--- config.mk ---
export PLATFORM = sky130hd
export DESIGN_NAME = led_blink_and_button_debounce_top
export DESIGN_NICKNAME = d
export VERILOG_FILES = /design/src/rtl/lbbd_pkg.sv /design/src/rtl/led_blink_and_button_debounce_top.sv /design/src/rtl/lbbd_core.sv
export SDC_FILE = /design/constraint.sdc
export NUM_CORES = 1
export LEC_CHECK = 0
export ABC_AREA = 1
export BUFFER_PORTS_ARGS = -buffer_cell sky130_fd_sc_hd__buf_2
export CORE_ASPECT_RATIO = 0.75
export CORE_MARGIN = 3
export CORE_UTILIZATION = 52
export DETAILED_ROUTE_END_ITERATION = 6
export GPL_ROUTABILITY_DRIVEN = 0
export GPL_TIMING_DRIVEN = 0
export PLACE_DENSITY = 0.78
export SETUP_SLACK_MARGIN = 0.3
export SYNTH_ARGS = -nofsm -noshare
export SYNTH_HDL_FRONTEND = slang
export SYNTH_HIERARCHICAL = 1
export SYNTH_SLANG_ARGS = --single-unit
--- constraint.sdc ---
create_clock -name clk -period 12.1 [get_ports clk]
set_input_delay 2.42 -clock clk [delete_from_list [all_inputs] [get_ports clk]]
set_output_delay 2.42 -clock clk [all_outputs]
set_load 0.02 [all_outputs]
--- src/rtl/lbbd_pkg.sv ---
// Package for the LED blink and button debounce block.
// Holds field widths, register map, mode codes and shared structs.
// Used by lbbd_core and led_blink_and_button_debounce_top.
`timescale 1ns / 1ps

package lbbd_pkg;

  localparam int LED_COUNT    = 8;
  localparam int BUTTON_COUNT = 16;
  localparam int TIME_WIDTH   = 32;
  localparam int LED_IDX_W    = 3;
  localparam int COUNT_W      = 8;
  localparam int APB_ADDR_W   = 4;
  localparam int APB_DATA_W   = 32;

  localparam logic [TIME_WIDTH-1:0] SLOW_PERIOD_RESET = TIME_WIDTH'(500);
  localparam logic [TIME_WIDTH-1:0] FAST_PERIOD_RESET = TIME_WIDTH'(100);
  localparam logic [COUNT_W-1:0]    DEBOUNCE_RESET    = COUNT_W'(3);

  typedef enum logic [1:0] {
    REG_SLOW_PERIOD    = 2'd0,
    REG_FAST_PERIOD    = 2'd1,
    REG_DEBOUNCE_COUNT = 2'd2,
    REG_UNUSED         = 2'd3
  } reg_index_t;

  typedef enum logic [1:0] {
    MODE_OFF  = 2'd0,
    MODE_ON   = 2'd1,
    MODE_SLOW = 2'd2,
    MODE_FAST = 2'd3
  } led_mode_t;

  typedef enum logic {
    CMD_SET_LED = 1'b0,
    CMD_TICK    = 1'b1
  } cmd_t;

  typedef struct packed {
    logic [TIME_WIDTH-1:0] slow_period;
    logic [TIME_WIDTH-1:0] fast_period;
    logic [COUNT_W-1:0]    debounce_count;
  } cfg_t;

  typedef struct packed {
    logic [LED_COUNT-1:0]    led_mask;
    logic [BUTTON_COUNT-1:0] buttons_stable;
  } result_t;

endpackage

--- src/rtl/led_blink_and_button_debounce_top.sv ---
// Top level of the LED blink and button debounce block: APB registers,
// input handshake and a two-entry result queue. Depends on lbbd_pkg, lbbd_core.
//
//   channel   direction  handshake          payload
//   input     in         in_valid/in_stall  cmd, led_index, led_mode, now_time, buttons_raw
//   result    out        out_valid/out_stall led_mask, buttons_stable
//   config    in         APB psel/penable   paddr, pwdata, prdata
//
// The state update for each word is one subtract and compare per blink
// phase, and a word is taken on every cycle that in_stall is low.
// A result is registered in the output register, or in the skid entry if that is full.
// A skid entry behind the output register lets one more word in while a
// result is stalled; in_stall rises only when both entries are full.
// Synchronous reset clears core state, sets register reset values and empties the queue.
`timescale 1ns / 1ps

module led_blink_and_button_debounce_top (
  input  logic                                clk,
  input  logic                                rst,
  input  logic                                psel,
  input  logic                                penable,
  input  logic                                pwrite,
  input  logic [lbbd_pkg::APB_ADDR_W-1:0]     paddr,
  input  logic [lbbd_pkg::APB_DATA_W-1:0]     pwdata,
  output logic [lbbd_pkg::APB_DATA_W-1:0]     prdata,
  output logic                                pready,
  input  logic                                in_valid,
  output logic                                in_stall,
  input  logic                                cmd,
  input  logic [lbbd_pkg::LED_IDX_W-1:0]      led_index,
  input  logic [1:0]                          led_mode,
  input  logic [lbbd_pkg::TIME_WIDTH-1:0]     now_time,
  input  logic [lbbd_pkg::BUTTON_COUNT-1:0]   buttons_raw,
  output logic                                out_valid,
  input  logic                                out_stall,
  output logic [lbbd_pkg::LED_COUNT-1:0]      led_mask,
  output logic [lbbd_pkg::BUTTON_COUNT-1:0]   buttons_stable
);
  import lbbd_pkg::*;

  cfg_t       cfg;
  reg_index_t reg_sel;
  logic       cfg_write;
  logic       accept;
  logic       pop;
  result_t    new_result;
  result_t    out_word, skid_word;
  logic       skid_valid;

  assign pready    = 1'b1;
  assign reg_sel   = reg_index_t'(paddr[3:2]);
  assign cfg_write = psel && penable && pwrite && pready;

  always_ff @(posedge clk) begin
    if (rst) begin
      cfg.slow_period    <= SLOW_PERIOD_RESET;
      cfg.fast_period    <= FAST_PERIOD_RESET;
      cfg.debounce_count <= DEBOUNCE_RESET;
    end else if (cfg_write) begin
      unique case (reg_sel)
        REG_SLOW_PERIOD:    cfg.slow_period    <= pwdata[TIME_WIDTH-1:0];
        REG_FAST_PERIOD:    cfg.fast_period    <= pwdata[TIME_WIDTH-1:0];
        REG_DEBOUNCE_COUNT: cfg.debounce_count <= pwdata[COUNT_W-1:0];
        default:            ;
      endcase
    end
  end

  always_comb begin
    unique case (reg_sel)
      REG_SLOW_PERIOD:    prdata = APB_DATA_W'(cfg.slow_period);
      REG_FAST_PERIOD:    prdata = APB_DATA_W'(cfg.fast_period);
      REG_DEBOUNCE_COUNT: prdata = APB_DATA_W'(cfg.debounce_count);
      default:            prdata = '0;
    endcase
  end

  assign in_stall = skid_valid;
  assign accept   = in_valid && !skid_valid;
  assign pop      = out_valid && !out_stall;

  lbbd_core u_core (
    .clk         (clk),
    .rst         (rst),
    .accept      (accept),
    .cfg         (cfg),
    .cmd         (cmd),
    .led_index   (led_index),
    .led_mode    (led_mode),
    .now_time    (now_time),
    .buttons_raw (buttons_raw),
    .result      (new_result)
  );

  // Two-entry result queue: the output register first, the skid entry behind it.
  always_ff @(posedge clk) begin
    if (rst) begin
      out_valid  <= 1'b0;
      skid_valid <= 1'b0;
    end else if (pop) begin
      if (skid_valid) begin
        out_word   <= skid_word;
        skid_valid <= 1'b0;
      end else begin
        out_valid <= accept;
        out_word  <= new_result;
      end
    end else if (accept) begin
      if (!out_valid) begin
        out_word  <= new_result;
        out_valid <= 1'b1;
      end else begin
        skid_word  <= new_result;
        skid_valid <= 1'b1;
      end
    end
  end

  assign led_mask       = out_word.led_mask;
  assign buttons_stable = out_word.buttons_stable;

endmodule

--- src/rtl/lbbd_core.sv ---
// State and per-word logic of the LED blink and button debounce block.
// Depends on lbbd_pkg; instantiated by led_blink_and_button_debounce_top.
`timescale 1ns / 1ps

module lbbd_core (
  input  logic                              clk,
  input  logic                              rst,
  input  logic                              accept,
  input  lbbd_pkg::cfg_t                    cfg,
  input  logic                              cmd,
  input  logic [lbbd_pkg::LED_IDX_W-1:0]    led_index,
  input  logic [1:0]                        led_mode,
  input  logic [lbbd_pkg::TIME_WIDTH-1:0]   now_time,
  input  logic [lbbd_pkg::BUTTON_COUNT-1:0] buttons_raw,
  output lbbd_pkg::result_t                 result
);
  import lbbd_pkg::*;

  logic [LED_COUNT-1:0]    steady_on, slow_set, fast_set;
  logic [LED_COUNT-1:0]    steady_on_next, slow_set_next, fast_set_next;
  logic                    slow_phase, fast_phase, slow_phase_next, fast_phase_next;
  logic [TIME_WIDTH-1:0]   slow_stamp, fast_stamp, slow_stamp_next, fast_stamp_next;
  logic [LED_COUNT-1:0]    shown_mask, shown_mask_next;
  logic [BUTTON_COUNT-1:0] prev_buttons, prev_buttons_next;
  logic [COUNT_W-1:0]      steady_count, steady_count_next;
  logic [BUTTON_COUNT-1:0] settled_buttons, settled_buttons_next;

  logic [TIME_WIDTH-1:0]   slow_elapsed, fast_elapsed;
  logic                    slow_toggle, fast_toggle;
  logic [LED_COUNT-1:0]    led_bit;

  always_comb begin
    steady_on_next       = steady_on;
    slow_set_next        = slow_set;
    fast_set_next        = fast_set;
    slow_phase_next      = slow_phase;
    fast_phase_next      = fast_phase;
    slow_stamp_next      = slow_stamp;
    fast_stamp_next      = fast_stamp;
    shown_mask_next      = shown_mask;
    prev_buttons_next    = prev_buttons;
    steady_count_next    = steady_count;
    settled_buttons_next = settled_buttons;

    led_bit      = LED_COUNT'(1) << led_index;
    // The subtraction wraps, so the elapsed time is correct across a timer rollover.
    slow_elapsed = now_time - slow_stamp;
    fast_elapsed = now_time - fast_stamp;
    slow_toggle  = (|slow_set) && (slow_elapsed >= cfg.slow_period);
    fast_toggle  = (|fast_set) && (fast_elapsed >= cfg.fast_period);

    if (cmd == CMD_SET_LED) begin
      steady_on_next = steady_on & ~led_bit;
      slow_set_next  = slow_set & ~led_bit;
      fast_set_next  = fast_set & ~led_bit;
      case (led_mode_t'(led_mode))
        MODE_ON:   steady_on_next = steady_on_next | led_bit;
        MODE_SLOW: slow_set_next  = slow_set_next | led_bit;
        MODE_FAST: fast_set_next  = fast_set_next | led_bit;
        default:   ;
      endcase
    end else begin
      if (slow_toggle) begin
        slow_stamp_next = now_time;
        slow_phase_next = ~slow_phase;
      end
      if (fast_toggle) begin
        fast_stamp_next = now_time;
        fast_phase_next = ~fast_phase;
      end
      shown_mask_next = steady_on | (slow_phase_next ? slow_set : '0)
                                  | (fast_phase_next ? fast_set : '0);

      if (prev_buttons == buttons_raw) begin
        if (steady_count < cfg.debounce_count) begin
          steady_count_next = steady_count + COUNT_W'(1);
        end
      end else begin
        steady_count_next = '0;
      end
      if (steady_count_next >= cfg.debounce_count) begin
        settled_buttons_next = buttons_raw;
      end
      prev_buttons_next = buttons_raw;
    end

    result.led_mask       = shown_mask_next;
    result.buttons_stable = settled_buttons_next;
  end

  always_ff @(posedge clk) begin
    if (rst) begin
      steady_on       <= '0;
      slow_set        <= '0;
      fast_set        <= '0;
      slow_phase      <= 1'b0;
      fast_phase      <= 1'b0;
      slow_stamp      <= '0;
      fast_stamp      <= '0;
      shown_mask      <= '0;
      prev_buttons    <= '0;
      steady_count    <= '0;
      settled_buttons <= '0;
    end else if (accept) begin
      steady_on       <= steady_on_next;
      slow_set        <= slow_set_next;
      fast_set        <= fast_set_next;
      slow_phase      <= slow_phase_next;
      fast_phase      <= fast_phase_next;
      slow_stamp      <= slow_stamp_next;
      fast_stamp      <= fast_stamp_next;
      shown_mask      <= shown_mask_next;
      prev_buttons    <= prev_buttons_next;
      steady_count    <= steady_count_next;
      settled_buttons <= settled_buttons_next;
    end
  end

endmodule

==> results of run 1 <==
==> worst max-delay path by stage <==
stage,startpoint,endpoint,slack [ps],depth (start not counted)
6_report,now_time[0],led_mask[7]$_DFFE_PP_,5800,29
5_1_grt,now_time[0],led_mask[5]$_DFFE_PP_,5560,29
4_1_cts,paddr[3],prdata[8],5890,5
3_5_place_dp,now_time[0],led_mask[7]$_DFFE_PP_,5380,29
3_3_place_gp,now_time[0],led_mask[0]$_DFFE_PP_,5490,29
2_1_floorplan,now_time[0],led_mask[0]$_DFFE_PP_,6370,28
==> cells in the mapped netlist, drive strengths merged (2+ instances only) <==
library cell / count / area (sq um)
a21boi: 5 / 52.6
a21o: 10 / 75.1
a21oi: 231 / 1190
a221oi: 2 / 17.5
a22o: 24 / 210
a31oi: 3 / 18.8
and2: 2 / 12.5
buf: 47 / 327
clkbuf: 33 / 124
dfxtp: 212 / 4240
edfxtp: 48 / 1440
fa: 2 / 40.0
ha: 142 / 1780
inv: 356 / 1340
nand2: 417 / 1580
nand3: 143 / 731
nand4: 26 / 169
nor2: 312 / 1210
nor3: 13 / 70.1
nor4: 8 / 56.3
o211ai: 3 / 22.5
o21a: 11 / 82.6
o21ai: 211 / 1090
o21bai: 5 / 45.0
or2: 3 / 18.8
xnor2: 22 / 193
xor2: 49 / 429
==> power breakdown <==
part	internal, uW	switching, uW
clock	438	358
combinational	195	355
sequential	920	18.6
total	1550	731
==> sequential cells by signal, indices dropped and copies added, names as in the netlist, named ones only <==
signal and count:
cfg 72, u_core/fast_stamp 32, u_core/slow_stamp 32, skid_word 24
buttons_stable 16, u_core/prev_buttons 16, u_core/settled_buttons 16, led_mask 8
u_core/shown_mask 8, u_core/steady_count 8, in_stall 1, out_valid 1
u_core/fast_phase 1, u_core/slow_phase 1
==> cells by family (layout without fill, tap and decap cells) <==
group                    count (synthesis)  count (layout)
AO/OA/AOI/OAI                          510             510
XOR/XNOR                                71              71
adder cells (fa/ha/maj)                144             144
buffers and inverters                  437             640
flip-flops                             260             260
multiplexers                             1               1
other                                    1               4
AND/OR/NAND/NOR                        924             924
==> per-layer routing <==
metal  up-vias  share of wire  global-route usage
met5         -              0                   0
met3        56           0.11              0.0572
met2       803           0.41               0.411
met4         0          0.017              0.0586
li1       8034              -                   -
met1      7623           0.47               0.426
==> worst min-delay path, delay by kind of cell, from the launching register on <==
family	cells	cell delay (ps)
DFF	1	310
AOI/OAI and AO/OA	1	50
buffers and inverters	1	50
==> layout make-up <==
class,count,area [sq um]
fill,2876,12600
multi-input combinational,1651,9170
sequential,260,5690
inverter,357,1340
timing repair buffer,154,803
clock buffer,36,751
tap,406,508
buffer,80,450
clock inverter,13,85.1
antenna,3,7.51
==> per-stage QoR <==
step | instances | hold WS (ps) | util | power (uW)
floorplan | 2348 | 427 | - | 1330
detailed placement | 2908 | 444 | 0.572 | 1490
global route | 2960 | 475 | 0.599 | 2390
finish | 2960 | 457 | 0.599 | 2280
CTS | 2957 | 452 | 0.599 | 2280
global placement | 2906 | 441 | 0.570 | 1470
==> results.py, run 1 <==
metrics = {
    "run_status": {
        "status": "completed",
    },
    "logic_synthesis": {
        "synth-edff-count": 48,
        "ys_async_sr_fraction": 0,
        "ys.flop_type": "dfxtp_1",
        "synth-simple-area-share": 0.231,
        "synthMuxAreaShare": 0.000677,
        "ys_types": 52,
        "synth_fa_ha_area_frac": 0.109,
        "netlist_instances": 2348,
        "synth_top_family_by_area": "simple AND/OR/NAND/NOR gates",
        "synth_compound_area_frac": 0.172,
        "syn_area_sq_um": 16600,
        "seq_area_frac_synth": 0.342,
        "syn-num-nets": 2589,
        "synth-seq-cells": 260,
        "synthXorXnorAreaFrac": 0.0374,
        "yosysWarnings": 6,
        "synth_area_per_cell_sq_um": 7.09,
    },
    "place": {
        "place_hpwl_microns": 39400,
        "portBuffers": 152,
        "dpl_cell_area_sq_um": 18000,
        "place_ws_ps": 5380,
    },
    "clock_tree": {
        "cts_tree": "yes",
        "root_buffer": "clkbuf_16",
        "clockBufferDepth": 3,
        "post_cts_resized": 0,
        "numCtsBuffers": 27,
        "post_cts_buffers": 0,
        "postCtsHoldBufs": 0,
        "insertion_delay_ps": 570,
        "path_clk_slew_ps": 60,
        "h-tree-depth": 1,
        "clock-sinks": 260,
    },
    "floorplan": {
        "die_area_sq_um": 34200,
        "placementRows": 56,
        "fp.dieH_microns": 161,
        "die_x_microns": 213,
        "core_region_area_sq_um": 31400,
        "start_util": 0.530,
        "io_pins": 156,
    },
    "detailed_routing": {
        "drtIter0Drc": 1917,
        "post-route-drc-count": 0,
        "routedWlPerCell_microns": 16.7,
        "vias": 16516,
        "viasPerCell": 5.58,
        "dr.pass1.iters": 6,
        "drt-total-wl_microns": 49300,
        "ant_nets": 0,
    },
    "final_layout": {
        "syn_to_final_growth_pct": 13.0,
        "drive_gt1_frac": 0.116,
        "nNetsFinal": 2772,
        "final_cell_mix": "nand2_1, inv_1, nor2_1",
        "layout_commonest_cell": "nand2_1",
        "fin_area_sq_um": 18800,
    },
    "critical_path": {
        "crit_type": "input port to register",
        "rr_startpoint": "u_core/fast_stamp[0]$_SDFFE_PP0P_",
        "cp_slowest_cell": "fa_1",
        "r2r_cells": 27,
        "critPathMaxFanout": 8,
        "critical_path.max_stage_delay_ps": 400,
        "r2r_end": "led_mask[7]$_DFFE_PP_",
        "worstSetupStartpointType": "input port",
        "cp_common_cell": "nand2_1",
        "r2r_setup_slack_ps": 7520,
        "cp_num_buf_inv": 3,
        "required_ps": 12380,
        "worstPathArrival_ps": 6580,
        "critPathCaptureType": "register",
        "cpLargestDelayFamily": "simple AND/OR/NAND/NOR gates",
    },
    "power": {
        "powerDensity_nw_per_um2": 122,
        "ir_drop_uv": 128,
        "leakage_uw": 0.00858,
    },
    "min_path": {
        "whs_endpoint": "u_core/fast_stamp[0]$_SDFFE_PP0P_",
        "hold_path.startpoint": "u_core/fast_stamp[0]$_SDFFE_PP0P_",
        "hp-class": "register to register",
        "holdPathStages": 2,
    },
    "timing": {
        "finalCritPeriodShare": 0.521,
        "slew_headroom": 0.480,
        "finalSetupViolCount": 0,
        "fin_crit_ps": 6300,
        "fmax_mhz": 159,
        "worst_slew_pin_slew_ps": 781,
        "hold_viol": 0,
        "fin_setup_tns_ps": 0,
        "clock_skew_ps": 25.0,
        "rsz0062_at_grt": "no",
        "layout_setup_ws_ps": 5800,
        "slew_violations": 0,
    },
    "global_route": {
        "grt_start_max_net_pins": 19,
        "grt_pass1_vias": 15194,
        "grt_usage": 0.281,
        "grt_pass1_wl_microns": 77800,
        "antenna_found_initial": 3,
        "grt_overflow_total": 0,
    },
    "flow_run": {
        "drv_cap": 0,
    },
}
Note: power is estimated with default switching activity, not from simulation.
==> inputs of run 2 (changes only) <==
- ABC_AREA: 1 -> 0
- clock period: 12.1 -> 6.6 ns (I/O delays scaled with it)
==> results.py, run 2 <==
metrics = {
    "run_status": {
        "status": "completed",
    },
    "global_route": {
        "grt_pass1_vias": 13713,
        "grt_pass1_wl_microns": 73400,
        "grt_overflow_total": 0,
        "antenna_found_initial": 8,
        "grt_usage": 0.267,
        "grt_start_max_net_pins": 15,
    },
    "logic_synthesis": {
        "yosysWarnings": 6,
        "synth_top_area_cell": "dfxtp_1",
        "ys_async_sr_fraction": 0,
        "synth.area.top_cells": "dfxtp_1, mux2i_1, ha_1",
        "synth-edff-count": 48,
        "seq_area_frac_synth": 0.344,
        "synth_area_per_cell_sq_um": 8.88,
        "netlist_instances": 1858,
        "syn_area_sq_um": 16500,
        "synth_most_common_cell": "dfxtp_1",
        "ys.flop_type": "dfxtp_1",
        "synth.cells.most_frequent": "dfxtp_1, nor2_1, mux2i_1",
        "synth-seq-cells": 260,
        "syn-num-nets": 2099,
        "ys_types": 72,
        "yosysTopAreaCellShare": 0.257,
    },
    "critical_path": {
        "worstPathArrival_ps": 6530,
        "critPathMaxFanout": 8,
        "critPathCaptureType": "register",
        "crit_type": "input port to register",
        "path_cells": "buf_2 -> ha_1 -> nor2b_1 -> o21ai_0 -> a21boi_0 -> o31ai_2 -> nand2_2 -> a31o_2 -> a21o_1 -> a21oi_1 -> xnor2_1 -> ha_1 -> a21o_1 -> a21o_1 -> a21oi_1 -> o21ai_0 -> a31o_2 -> a21o_1 -> xnor2_4 -> buf_12 -> o21ai_1 -> mux2_2",
        "critical_path.max_stage_delay_ps": 660,
        "rr_startpoint": "u_core/steady_count[1]$_SDFFE_PP0P_",
        "cp_slowest_cell": "o31ai_2",
        "r2r_setup_slack_ps": 870,
        "worstSetupStartpointType": "input port",
        "r2r_end": "buttons_stable[1]$_DFFE_PP_",
        "r2r_cells": 19,
        "cp_common_cell": "a21o_1",
        "required_ps": 6880,
    },
    "timing": {
        "worst_slew_pin_slew_ps": 864,
        "whs_ps": 468,
        "fin_crit_ps": 6250,
        "fin_setup_tns_ps": 0,
        "slew_violations": 0,
        "slew_headroom": 0.422,
        "hold_viol": 0,
        "rsz0062_at_grt": "yes",
        "clock_skew_ps": 13.8,
        "finalSetupViolCount": 0,
        "fmax_mhz": 160,
        "finalCritPeriodShare": 0.947,
    },
    "final_layout": {
        "final_cell_mix": "dfxtp_1, nor2_1, mux2i_1",
        "nNetsFinal": 2291,
        "fin_area_sq_um": 19200,
        "top_register": "cfg",
        "fin_cells": 2474,
        "top_regs": "cfg: 72 flops, u_core/fast_stamp: 32 flops, u_core/slow_stamp: 32 flops",
        "drive_gt1_frac": 0.164,
        "layout_commonest_cell": "dfxtp_1",
        "nFillCells": 2505,
        "largest_reg_flops": 72,
        "syn_to_final_growth_pct": 16.1,
    },
    "detailed_routing": {
        "drtIter0Drc": 1425,
        "viasPerCell": 5.81,
        "vias": 14376,
        "drt-total-wl_microns": 47000,
        "dr.pass1.iters": 5,
        "ant_nets": 0,
        "routedWlPerCell_microns": 19.0,
        "post-route-drc-count": 0,
    },
    "min_path": {
        "holdPathStages": 2,
        "whs_endpoint": "u_core/prev_buttons[1]$_SDFFE_PP0P_",
        "hp-class": "register to register",
        "hold_path.startpoint": "u_core/prev_buttons[1]$_SDFFE_PP0P_",
    },
    "clock_tree": {
        "numCtsBuffers": 26,
        "cts_tree": "yes",
        "clockBufferDepth": 3,
        "clock-sinks": 260,
        "postCtsHoldBufs": 0,
        "insertion_delay_ps": 540,
        "root_buffer": "clkbuf_16",
        "h-tree-depth": 1,
        "path_clk_slew_ps": 60,
    },
    "power": {
        "p_sw_uw": 1070,
        "leakage_uw": 0.00800,
        "clkPwrFrac": 0.427,
        "powerDensity_nw_per_um2": 212,
        "pwr-share-seq": 0.407,
        "p_comb_frac": 0.166,
        "p_int_uw": 2980,
        "switching_share": 0.264,
        "ir_drop_uv": 140,
    },
    "place": {
        "place_hpwl_microns": 35800,
        "placedCellCount": 2412,
        "portBuffers": 152,
        "dpl_cell_area_sq_um": 17800,
    },
    "floorplan": {
        "start_util": 0.538,
        "placementRows": 55,
        "fp.dieH_microns": 160,
        "die_area_sq_um": 33900,
        "core_region_area_sq_um": 30700,
        "io_pins": 156,
        "die_x_microns": 212,
    },
    "flow_run": {
        "drv_cap": 0,
    },
}
[run 2: cell types whose count changed in the layout (fill, tap and decap cells not counted), sizes merged, moves of 23 or more]
cell    change
inv       -206
nand3     -125
mux2       +39
nor2      -103
mux2i     +194
o21ai     -154
a21o       +51
a21oi      -83
a22o       -23
nand2     -325
nand2b    +113
[run 2: worst max-delay path by stage]
stage | startpoint | slack, ps | endpoint | depth (start not counted)
global route | now_time[0] | 250 | led_mask[6]$_DFFE_PP_ | 24
finish | now_time[1] | 350 | led_mask[4]$_DFFE_PP_ | 22
CTS | now_time[0] | 300 | led_mask[6]$_DFFE_PP_ | 25
floorplan | now_time[0] | 640 | led_mask[0]$_DFFE_PP_ | 24
detailed placement | now_time[0] | -1060 | led_mask[6]$_DFFE_PP_ | 25
global placement | now_time[0] | -1050 | led_mask[6]$_DFFE_PP_ | 25
[run 2: power by group through the flow]
stage               Combinational, uW  Clock (uW)  Sequential [uW]
finish                            673        1730             1650
global route                      730        1800             1650
CTS                               633        1740             1650
detailed placement                618           0             1690
global placement                  592           0             1690
floorplan                         404           0             1690
[run 2: kinds of logic after synthesis]
group,Yosys count,synth area share
adder cells (fa/ha/maj),144,0.110
flip-flops,260,0.344
buffers and inverters,229,0.0555
AND/OR/NAND/NOR,547,0.162
other,1,0.000227
XOR/XNOR,81,0.0430
AO/OA/AOI/OAI,362,0.140
multiplexers,234,0.145
[run 2: final cells by class]
class | instances | area [sq um] | share of cell area
well taps | 399 | 499 | 0.0261
repair buffers | 164 | 875 | 0.0456
clock buffers | 33 | 718 | 0.0375
multi-input cells | 1369 | 10200 | 0.530
diodes | 5 | 12.5 | 0.000653
plain buffers | 78 | 363 | 0.0189
clock inverters | 15 | 277 | 0.0144
flip-flops and latches | 260 | 5690 | 0.297
inverters | 151 | 567 | 0.0296
[run 2: per-stage QoR]
stage	total power (uW)	setup WS [ps]	utilization
after floorplan	2100	641	-
after global placement	2280	-1050	0.579
after detailed placement	2300	-1060	0.580
after CTS	4030	304	0.616
after global routing	4190	248	0.624
final	4050	351	0.624
[run 2: critical path: cells and delay by family]
kind            cells  cell delay (ps)
compound gates     13             3090
xor+xnor            2              470
fa+ha+maj           2              640
buf+inv             2              310
mux                 1              300
simple gates        2              370
[run 2: per-layer routing]
metal	vias up	global-route usage	part of all wire
li1	6852	-	-
met1	6822	0.397	0.46
met2	607	0.389	0.42
met3	89	0.0615	0.095
met4	6	0.0645	0.023
met5	-	0	0.00077
[run 2: timing repair]
action	4_1_cts	5_1_grt
hold endpoints to repair	0	0
endpoints found under the setup margin	84	94
pin swaps	1	19
buffers inserted	3	6
gates resized for setup	11	55
